**config.mk**
```make
export PLATFORM = sky130hd
export DESIGN_NAME = qbc_queue
export DESIGN_NICKNAME = d
export VERILOG_FILES = /design/src/rtl/qbc_queue.sv
export SDC_FILE = /design/constraint.sdc
export NUM_CORES = 1
export LEC_CHECK = 0
export ABC_CLOCK_PERIOD_IN_PS = 1500
export BUFFER_PORTS_ARGS = -buffer_cell sky130_fd_sc_hd__buf_4
export CAP_MARGIN = 25
export CORE_MARGIN = 5
export CORE_UTILIZATION = 52
export CTS_BUF_LIST = sky130_fd_sc_hd__clkbuf_8
export CTS_CLUSTER_DIAMETER = 60
export DETAILED_ROUTE_END_ITERATION = 12
export PLACE_DENSITY = 0.8
export SLEW_MARGIN = 10
export SYNTH_ARGS = -nofsm -noshare
export SYNTH_HDL_FRONTEND = slang
export SYNTH_SLANG_ARGS = --single-unit
```
**constraint.sdc**
```tcl
create_clock -name clk -period 1.5 [get_ports clk]
set_input_delay 0.075 -clock clk [delete_from_list [all_inputs] [get_ports clk]]
set_output_delay 0.075 -clock clk [all_outputs]
set_load 0.02 [all_outputs]
```
**src/rtl/qbc_queue.sv**
```systemverilog
// Two-entry queue between the front end and the root/divide back end.
module qbc_queue #(
  parameter int W = 8
) (
  input  logic         clk,
  input  logic         rst,
  input  logic         push,
  input  logic [W-1:0] din,
  output logic         full,
  input  logic         pop,
  output logic [W-1:0] dout,
  output logic         empty
);

  logic [W-1:0] mem [2];
  logic wp, rp;
  logic [1:0] cnt;

  assign full  = (cnt == 2'd2);
  assign empty = (cnt == 2'd0);
  assign dout  = mem[rp];

  always_ff @(posedge clk) begin
    if (rst) begin
      wp  <= 1'b0;
      rp  <= 1'b0;
      cnt <= 2'd0;
    end else begin
      if (push) wp <= !wp;
      if (pop)  rp <= !rp;
      if (push && !pop)      cnt <= cnt + 2'd1;
      else if (pop && !push) cnt <= cnt - 2'd1;
    end
  end

  always_ff @(posedge clk) begin
    if (push) mem[wp] <= din;
  end

endmodule

```
Word-level counts from Yosys, hierarchy flattened --
Memories as Yosys holds them, arrays and structs flattened. A register that Yosys moved wholly into a read port is not among the register bits. Cells that the tools add are included.
Word-level totals: memories 1, output and inout bits 10, bits in writable memories 16, register bits after elaboration 4, input bits 12, logic and storage cells 21
Cells by class: mux-type cells 6, reductions and logical operators 8, $add $sub $neg 2, eq/ne operators 1
Memory list:
- mem | depth 2, bits a word 8, rd ports 1, clocked after memory_dff 1, write ports 1, RTL line 15 | logic [W-1:0] mem [2];
Operators by type and width (count):
- 1-bit zero test | 4
- 1-bit 2-to-1 mux | 4
- 2-bit 2-to-1 mux | 2
- 2-bit by 1-bit adder with 2-bit output (second input constant) | 1
- 2-bit == test (second input constant) | 1
- 1-bit logical AND | 2
- 2-bit zero test | 1
- 2-bit nonzero test | 1
- 2-bit by 1-bit subtractor with 2-bit output (second input constant) | 1

Depth between registers and ports, before layout --
word-level depth 4, mapped depth 5, mapped depth without buffers 5

Worst setup path after synthesis --
OpenSTA, ideal clock, no wires.
path type register to register, start point register wp, end point memory mem[0][0], enable pin, library setup time 373 ps, cell stages (with the launch flop) 2, required time 1127 ps, data arrival time 715 ps, buffers on the path 0, period minus slack after synthesis 1088 ps, slack 412 ps, cells stage by stage dfxtp_1 -> nor2b_1
RTL lines:
- start, declared | RTL line 16 | logic wp, rp;
- start signal, assigned | RTL line 29 | if (push) wp <= !wp;
- end, declared | RTL line 15
Straight into the memory's write port.

==> results.md <==
* Met1 Use GR at 11.2%
* Async S/R FF share, synth at 0%
* Layout cells sized above 1 at 44.9%
* Number of cells in the design after placement at 84
* CP Data Arrival Time at 1310 ps
* Average wire length per cell after detail routing at 15.1 um
* Hold Path Cell Cnt at 1
* Number of nets still failing antenna checks after routing at 0
* Clock root buffer: clkbuf_8
* Min-Delay Path Class: input pin to flop
* Destination of the worst register-to-register timing path: mem[1][7]
* Critical path peak fanout at 8
* Row count at 14
* Number of library cell types mapped by synthesis at 15
* Portion of the post-synthesis area used by sequential elements at 74.1%
* Clock sink count at 21
* Worst hold path startpoint: din[7]
* Achievable frequency at 0.720 GHz
* Most frequent cell after synthesis: edfxtp_1
* Cell types occupying the most area after synthesis: edfxtp_1 (61%), dfxtp_1 (13%), mux2_2 (12%)
* Number of max-slew violations in the final report at 0
* Met3 capacity usage during global routing at 3.67%
* Cts bufs inserted at 3
* Max-cap violation count at 0
* Number of synthesized flops with an enable pin at 16
* Placed cell area at 963 um^2
* Crit Reg-Reg Startpoint: wp
* Top-Level Pins at 22
* Worst reg-to-reg setup slack at 430 ps
* Relative slew slack at 74.5%
* Final sum of negative setup slack at 0 ps
* Static Leakage at 0.431 nW
* Final standard cell count with taps included and fillers excluded at 94
* Buffers added on ports at 21
* DRC violations left at 0
* Outcome: complete, no violations
* Drt initial violations at 12
* Instance count of the mapped netlist at 47
* Post-synthesis area per instance at 16.7 um^2
* GR Overflow Total at 0
* Vias in the first global route at 472
* Final setup violation count at 0
* CTS tree: done
* Top cell types by occurrence after synthesis: edfxtp_1 (16), mux2_2 (8), dfxtp_1 (5), nor2_1 (5)
* Worst supply voltage drop on vdd at 0.785 mV
* Tightest Pin Transition at 382 ps
* Post-synthesis instance area at 783 um^2
* Category of the critical setup timing path: flop to output port
* Cell taking the most area after synthesis: edfxtp_1
* Main flop type after synthesis: edfxtp_1
* Std-Cell Core Area at 0.00147 mm^2
* Post-CTS setup buffer count at 0
* All-Layer GR Usage at 12.5%
* Wire length of the first global-routing pass at 2200 um
* Cell depth of the worst flop-to-flop path at 1
* Level count of the clock H-tree at 1
* Area of the die at 0.00238 mm^2
* Tcrit/Tclk final at 92.6%
* Top cell type's share of synthesized area at 61.3%
* Total power divided by cell area at 1200 mW/mm^2
* Finished Cell Area at 0.00107 mm^2
* RSZ-0062 raised after global routing: no
* Vias after detailed routing at 463
* Fin. Hold Viols at 0
* Clock input transition at the sequential cells of the worst setup and hold paths at 70 ps
* Maximum number of pins on one net before global-route repair at 13
* Synth warnings at 0
* Post-layout net count at 92
* Total of flip-flops plus latches after synthesis at 21
* Antenna violations before repair at 0
* Worst-Skew Late Latency at 260 ps
* Weighted congestion at the end of routability-driven global placement at 0.652
* Kind of launch point of the worst setup path: flop
* Minimum clock period after layout at 1390 ps
* Mean number of vias per cell at 4.93
* Final worst clock skew at 2.21 ps
* Crit path capture type: output port
* Die W at 48.8 um
* Antenna Diode Count at 0
* Wire length after detailed routing at 1420 um
* CTS Buffer Depth at 2
* First-pass iteration count of the detailed router at 2
* Min-Delay Endpoint: mem[1][7]
* Detail Placement HPWL at 1070 um
* Vertical die dimension at 48.8 um
* Initial Utilization at 53.2%
* Met2 track demand over resource at 23.5%
* Post-Synthesis Net Count at 60
* Layout-stage area growth over the synthesis result at 36.6%
* Critical Path RT at 1420 ps
* Busiest layer in global routing: met2
cells by family after synthesis:
logic type      after synthesis  share of synthesized area, %
buf+inv                       2                          1.12
simple gates                  9                          5.91
mux                           8                          11.5
compound gates                2                          1.28
xor+xnor                      4                          4.47
fa+ha+maj                     1                          1.60
flops                        21                          74.1
cell type report:
cell class	count	area, um^2
repair buffers	28	225
clock inverters	1	5.00
inverters	1	3.75
fillers	105	402
flip-flops and latches	21	581
clock buffers	3	41.3
multi-input cells	24	194
well taps	16	20.0
per-stage QoR:
step           power [mW]  utilization [%]  hold WS (ps)  setup WS [ps]
2_1_floorplan       0.827                -           144            412
3_3_place_gp        0.916             65.5           260            375
3_5_place_dp        0.929             65.5           263            392
4_1_cts              1.28             69.3         0.809            103
5_1_grt              1.33             72.7         0.160           80.5
6_report             1.28             72.7          6.52            111
flip-flops by register name, summed over array words and instances (netlist names), named ones only:
name  flops
mem      16
cnt       2
rp        1
wp        1
where the power goes:
group | internal, mW | switching [mW] | leakage, nW
combinational | 0.120 | 0.107 | 0.214
clock | 0.185 | 0.168 | 0.0255
sequential | 0.672 | 0.0270 | 0.192
total | 0.976 | 0.302 | 0.431
placed cells by master (no fill, tap or decap), types with 2 or more instances in the layout:
| cell | n |
|---|---|
| nor2_1 | 5 |
| edfxtp_1 | 16 |
| xor2_1 | 2 |
| buf_4 | 22 |
| xnor2_1 | 2 |
| dlygate4sd3_1 | 6 |
| clkbuf_8 | 3 |
| dfxtp_1 | 5 |
| mux2_2 | 8 |
how the worst max path moves through the flow:
stage / depth (start not counted) / endpoint / start / slack (ps)
floorplan: 1 / mem[0][0] / wp / 410
global placement: 2 / dout[6] / flop / 370
detailed placement: 2 / dout[6] / flop / 390
CTS: 2 / dout[0] / flop / 100
global route: 2 / dout[5] / flop / 80
finish: 2 / dout[5] / flop / 110
timing repair:
item / CTS / global route
endpoints found under the hold margin: 2 / 7
hold buffers: 1 / 5
gates resized for setup: 0 / 0
per-layer routing:
metal,vias up,routed length [um]
met1,216,522
li1,229,-
met5,-,0
met2,13,783
met4,0,35
met3,5,81
critical path, stage by stage (launching register included):
cell and delay (ps):
dfxtp_1 520, mux2_2 380, buf_4 160
Power figures use the tool's default switching activity.
