### config.mk
export PLATFORM = sky130hd
export DESIGN_NAME = qbc_root
export DESIGN_NICKNAME = d
export VERILOG_FILES = /design/src/rtl/qbc_pkg.sv /design/src/rtl/qbc_root.sv
export SDC_FILE = /design/constraint.sdc
export NUM_CORES = 2
export LEC_CHECK = 0
export BUFFER_PORTS_ARGS = -buffer_cell sky130_fd_sc_hd__buf_2
export CAP_MARGIN = 30
export CORE_MARGIN = 3
export CORE_UTILIZATION = 40
export DETAILED_ROUTE_END_ITERATION = 10
export GPL_TIMING_DRIVEN = 0
export PLACE_DENSITY = 0.58
export SLEW_MARGIN = 25
export SYNTH_ARGS = -nofsm -noshare
export SYNTH_HDL_FRONTEND = slang
export SYNTH_SLANG_ARGS = --single-unit
### constraint.sdc
create_clock -name clk -period 3.2 [get_ports clk]
set_input_delay 0.64 -clock clk [delete_from_list [all_inputs] [get_ports clk]]
set_output_delay 0.64 -clock clk [all_outputs]
set_load 0.1 [all_outputs]
### src/rtl/qbc_pkg.sv
// Shared types, codes and width helpers for the quaternion basis change block.
package qbc_pkg;

  localparam int DATA_W         = 16;
  localparam int FRAC_BITS_DEF  = 14;
  // Quotient bits below the saturation point of a 16-bit signed result
  localparam int QUOT_BITS      = DATA_W - 1;

  localparam logic signed [DATA_W-1:0] DATA_MAX = 16'sh7FFF;
  localparam logic signed [DATA_W-1:0] DATA_MIN = 16'sh8000;

  // Shepperd branch codes: which component is taken from the square root
  localparam logic [1:0] BR_X = 2'd0;
  localparam logic [1:0] BR_Y = 2'd1;
  localparam logic [1:0] BR_Z = 2'd2;
  localparam logic [1:0] BR_W = 2'd3;

  typedef struct packed {
    logic signed [DATA_W-1:0] quat_x;
    logic signed [DATA_W-1:0] quat_y;
    logic signed [DATA_W-1:0] quat_z;
    logic signed [DATA_W-1:0] quat_w;
  } quat_t;

  typedef struct packed {
    logic signed [DATA_W-1:0] res_x;
    logic signed [DATA_W-1:0] res_y;
    logic signed [DATA_W-1:0] res_z;
    logic signed [DATA_W-1:0] res_w;
    logic                     bad_root;
  } res_t;

  // Width of matrix entries, sums and root arguments (2*FRAC_BITS fraction bits)
  function automatic int mat_width(int frac);
    return ((2 * frac > 32) ? 2 * frac : 32) + 5;
  endfunction

  // Width of the integer square root of a positive matrix-width value
  function automatic int root_width(int frac);
    return mat_width(frac) / 2;
  endfunction

endpackage

### src/rtl/qbc_root.sv
// Pipelined integer square root, one root bit per stage, with side data carried along.
module qbc_root #(
  parameter int FRAC_BITS = qbc_pkg::FRAC_BITS_DEF,
  localparam int MW = qbc_pkg::mat_width(FRAC_BITS),
  localparam int RW = qbc_pkg::root_width(FRAC_BITS),
  localparam int EW = 4 * MW + 2,
  localparam int SW = 3 * MW + 3
) (
  input  logic          clk,
  input  logic          rst,
  input  logic          adv,
  input  logic          in_valid,
  input  logic [EW-1:0] entry,
  output logic          out_valid,
  output logic [RW-1:0] root,
  output logic [SW-1:0] side
);

  logic          v    [RW];
  logic [RW+1:0] rem  [RW];
  logic [RW-1:0] rt   [RW];
  logic [2*RW-1:0] rest [RW];
  logic [SW-1:0] sd   [RW];

  logic [2*RW-1:0] rest0;
  logic [SW-1:0]   side0;

  // Entry layout: {branch, bad, arg, n2, n1, n0}
  assign rest0 = (2*RW)'(entry[3*MW +: MW-1]);
  assign side0 = {entry[EW-1 -: 3], entry[3*MW-1:0]};

  for (genvar k = 0; k < RW; k++) begin : g_st
    logic          vi;
    logic [RW+1:0] remi;
    logic [RW-1:0] rti;
    logic [2*RW-1:0] resti;
    logic [SW-1:0] sdi;
    logic [RW+3:0] sh, trial;

    if (k == 0) begin : g_first
      assign vi    = in_valid;
      assign remi  = '0;
      assign rti   = '0;
      assign resti = rest0;
      assign sdi   = side0;
    end else begin : g_next
      assign vi    = v[k-1];
      assign remi  = rem[k-1];
      assign rti   = rt[k-1];
      assign resti = rest[k-1];
      assign sdi   = sd[k-1];
    end

    // Bring down two argument bits, try root*4+1
    assign sh    = {remi, resti[2*RW-1 -: 2]};
    assign trial = {2'b00, rti, 2'b01};

    always_ff @(posedge clk) begin
      if (rst)      v[k] <= 1'b0;
      else if (adv) v[k] <= vi;
    end

    always_ff @(posedge clk) begin
      if (adv) begin
        if (sh >= trial) begin
          rem[k] <= (RW+2)'(sh - trial);
          rt[k]  <= {rti[RW-2:0], 1'b1};
        end else begin
          rem[k] <= sh[RW+1:0];
          rt[k]  <= {rti[RW-2:0], 1'b0};
        end
        rest[k] <= resti << 2;
        sd[k]   <= sdi;
      end
    end
  end

  assign out_valid = v[RW-1];
  assign root      = rt[RW-1];
  assign side      = sd[RW-1];

endmodule

### After elaboration in Yosys (flattened, before gate mapping)

Memory sizes are Yosys's and may differ from the RTL's.
Cells that the tools add are included.

| word-level totals | value |
|---|---|
| latch bits | 0 |
| bits in read-only memories | 0 |
| bits of input ports | 154 |
| register bits | 0 |
| memories kept | 5 |
| logic and storage cells | 263 |
| memory bits (writable) | 3366 |

| cells by class | value |
|---|---|
| divide/modulo/power cells | 0 |
| bitwise gates (word level) | 54 |
| equality and inequality tests | 0 |
| shift-type cells | 0 |
| $add $sub $neg | 18 |
| reductions and logical operators | 0 |
| multiply operators | 0 |
| multiplexer cells | 168 |
| magnitude comparators | 18 |

Memories:

| memory | depth | bits a word | read ports | clocked after Yosys merged registers in | wr ports | RTL line | source |
|---|---|---|---|---|---|---|---|
| sd | 18 | 114 | 18 | 0 | 18 | qbc_root.sv:23 | `logic [SW-1:0] sd [RW];` |
| rest | 18 | 34 | 17 | 0 | 18 | qbc_root.sv:22 | `logic [2*RW-1:0] rest [RW];` |
| rem | 18 | 20 | 17 | 0 | 18 | qbc_root.sv:20 | `logic [RW+1:0] rem [RW];` |
| rt | 18 | 18 | 18 | 0 | 18 | qbc_root.sv:21 | `logic [RW-1:0] rt [RW];` |
| v | 18 | 1 | 18 | 0 | 18 | qbc_root.sv:19 | `logic v [RW];` |

Operator list:

| cell | number |
|---|---|
| $ge A22 B20 Y1 | 17 |
| $mux W20 | 18 |
| $sub A20 B20 Y20 | 17 |
| $mux W18 | 18 |
| $mux W1 | 132 |
| $or A1 B1 Y1 | 54 |
| $sub A2 B1 Y3 const B | 1 |
| $ge A2 B1 Y1 const B | 1 |

### Depth between registers and ports, before layout

An unclocked memory read counts as a cell.

| logic depth | value |
|---|---|
| depth in word-level cells | 6 |
| depth in mapped cells | 12 |
| gate-level depth less buffers | 11 |

### Worst setup path after synthesis

Ideal clock, no wire load.

| timing | value |
|---|---|
| path type | register to register |
| start | memory rem[1][24] in the netlist's numbering |
| end | memory rem[2][11] in the netlist's numbering (data pin) |
| library setup time | 0.271 ns |
| data arrival time | 2.862 ns |
| buffers on the path | 0 |
| period minus slack after synthesis | 3.134 ns |
| cell stages (with the launch flop) | 9 |
| setup slack | 0.066 ns |
| cell sequence | edfxtp_1 -> or3_4 -> or4_1 -> or4b_4 -> o2111ai_2 -> nor2b_2 -> or3_4 -> nor4_1 -> xor2_1 |

RTL lines:

| element | RTL line |
|---|---|
| from (decl) | qbc_root.sv:20 |

==> impl_metrics.toml <==
[critical_path]
critPathKind = "reg -> reg"
worstPathCellList = "or3_4 -> or4_4 -> or4b_4 -> o2111ai_4 -> nor2b_4 -> or3_4 -> nor4_4 -> xor2_1"
path_max_fanout = 5
arrival_ns = 3.78
required_ns = 3.81
start_kind = "register"
cpPeakStageDelay_ns = 0.61
critPathCaptureType = "register"
cpMaxStageDelayCell = "or4b_4"
crit_top_cell = "or3_4"

[global_route]
grt_pass1_wl_um = 219500
antenna_found_initial = 4
grt_usage_pct = 10.65
grt_max_degree = 149
gr-total-overflow = 0
grt_pass1_vias = 42140

[detailed_routing]
wl_per_cell_um = 14.98
postRouteAntennaNets = 0
drc = 0
drt-pass1-iter-count = 5
drt-total-wl_um = 137900
first_iter_violations = 2909
num_vias = 42090
vias_per_cell = 4.572

[clocking]
cts_tree = "done"
cts.sinks = 2863
root_buffer = "clkbuf_16"
clock_latency_ns = 0.89
clk_pin_slew_ns = 0.06
cts_buffers = 317
htreeDepth = 5
clk_path_buf_depth = 4

[synth]
synthFlopType = "edfxtp_1"
netlist.area_leader.share_pct = 86.81
ys_seq_area_share_pct = 86.83
synth.distinct_cells = 64
synth.avg_cell_area_um2 = 20.31
synth_top_area_cell = "edfxtp_1"
synthCells = 4875
yosys-top-cells-area = "edfxtp_1 87%, ha_1 2.4%, xnor2_1 1.1%"
syn_area_mm2 = 0.09900
synthesis.nets = 5220
synth_edf_count = 2862
ys_warn_count = 0
async_flop_share_pct = 0
ys_ff_latch = 2863

[sta]
slew_viol_final = 0
setup_viol = 0
max_freq_mhz = 315.9
hold_slack_ns = 0.1022
tightest_slew_ns = 0.9141
relSlewSlack_pct = 39.06
fin_crit_ns = 3.166
finalHoldViolations = 0
rsz0062_at_grt = "yes"
worst_slack_ns = 0.03448
period_share_pct = 98.92
finClkSkew_ns = 0.06633
fin_tns_setup_ns = 0

[run_status]
status = "finished, final reports clean"

[power]
cell_internal_pwr_mw = 66.72
total_power_mw = 84.80
swShare_pct = 21.33
sequentialPowerShare_pct = 53.7
power_density_mw_per_mm2 = 725.4
p_leak_nw = 41.60
p_switching_mw = 18.09
power_frac_comb_pct = 6.4
peakVddDrop_v = 0.0004934
p_clk_share_pct = 39.9

[job]
maxCapViolCount = 0

[placed_design]
dp.cells = 8498
post-place-ws_ns = -1.688
port_buffers = 286
hpwl_um = 81230
gp_congestion = 0.8486

[floorplan]
start_util_pct = 40.22
die_w_um = 503.5
dieHeight_um = 503.5
num_rows = 182
core_area_mm2 = 0.2462
io_pins = 287
dieArea_mm2 = 0.2535

[cells_and_area]
area_delta_synth_final_pct = 18.10
regArea_mm2 = 0.08596
drive_gt1_share_pct = 14.99
num-nets-final = 6005
fin_cells = 9206
multi_input_area_mm2 = 0.01209
fill_cells = 20220

[worst_hold_path]
hold_path.class = "in -> reg"
[final timing paths]
check	startpoint	to	slack (ns)	depth (start not counted)
setup / recovery	rem[1][26]	rem[2][11]	0.03	8
hold / removal	entry[146]	rem[0][1]	0.10	3
setup reg to reg	rem[1][26]	rem[2][11]	0.03	8
hold reg to reg	rest[9][25]	rest[10][27]	0.37	0
[Yosys cell counts, types with 4 or more instances]
master,n
nand3b_1,9
nand3_1,48
and2_1,40
edfxtp_1,2862
o31a_1,8
nand4b_1,5
o31ai_1,15
nand2b_1,34
inv_1,229
or2_2,14
nor4b_1,6
ha_1,191
and4_1,4
a211oi_1,21
a21oi_1,170
o21a_1,41
o211ai_1,22
xnor2_1,128
or3_1,22
a21boi_0,4
o22ai_1,4
nand2_1,150
mux2_2,42
mux2i_1,4
nor2b_1,33
clkbuf_1,60
and3_1,11
xor2_1,126
nand4_1,23
nor3_1,60
o21bai_1,10
nor4_1,44
o21ai_0,122
a31oi_1,7
a21o_1,53
nor3b_1,4
nor2_1,184
or4_1,18
[routing by layer]
layer	track usage (%)	vias up	part of all wire (%)
met5	0	-	0
met2	17.02	831	47
met3	2.409	403	4.4
li1	-	20470	-
met4	5.059	0	4.3
met1	13.85	20390	44
[layout by cell type (no fill, tap or decap), types with 38 or more instances in the layout]
cell	netlist	final
xor2_1	126	126
mux2_2	42	42
ha_1	191	188
xnor2_1	128	128
o21a_1	41	41
buf_2	0	287
a21o_1	53	53
a21oi_1	170	168
nor4_1	44	38
clkbuf_16	0	320
clkbuf_1	60	72
and2_1	40	40
clkinv_2	0	62
nand2_1	150	150
o21ai_0	122	119
nor3_1	60	58
edfxtp_1	2862	2862
dlygate4sd3_1	0	148
nor2_1	184	184
nand3_1	48	47
inv_1	229	227
clkinv_1	0	63
[kinds of logic after synthesis]
group	share of synthesized area (%)
AO/OA/AOI/OAI	3.191
XOR/XNOR	2.247
adder cells (fa/ha/maj)	2.414
buffers and inverters	1.103
flip-flops	86.83
multiplexers	0.5182
AND/OR/NAND/NOR	3.692
[registers in the layout, summed over array words and instances, names as in the netlist]
name	flops
v	18
rest	306
rt	171
rem	316
sd	2052
[final cells by class]
| class | count | share of cell area [%] |
|---|---|---|
| diodes | 3 | 0.006421 |
| plain buffers | 55 | 0.2290 |
| clock buffers | 368 | 6.994 |
| clock inverters | 182 | 1.357 |
| inverters | 229 | 0.7352 |
| multi-input cells | 1721 | 10.34 |
| flip-flops and latches | 2863 | 73.53 |
| well taps | 3312 | 3.544 |
| repair buffers | 473 | 3.265 |
[power groups by stage]
stage / Combinational [mW] / Sequential, mW / Clock, mW
2_1_floorplan: 2.93 / 46.6 / 0
4_1_cts: 5.44 / 45.5 / 35.3
5_1_grt: 6.03 / 45.8 / 36.8
3_3_place_gp: 4.31 / 47.6 / 0
6_report: 5.44 / 45.5 / 33.8
3_5_place_dp: 5.22 / 46.3 / 0
[through the flow]
step | util [%] | instance area [µm²]
after floorplan | - | 99000
after global placement | 42.48 | 104600
after detailed placement | 42.76 | 105300
after CTS | 47.43 | 116800
after global routing | 47.49 | 116900
final | 47.49 | 116900
[worst max-delay path: cells and delay by family, from the launching register on]
kind,cells,cell delay (ns)
and+or+nand+nor,6,2.16
AOI/OAI and AO/OA,1,0.27
xor gates and xnor gates,1,0.09
DFF,1,0.38
[what timing repair did]
item	4_1_cts	5_1_grt
resized for setup	25	35
buffers inserted	3	5
endpoints found under the setup margin	788	163
pin swaps	1	2
hold endpoints to repair	148	0
gates cloned	5	1
hold buffers	148	0
Power figures use the tool's default switching activity.
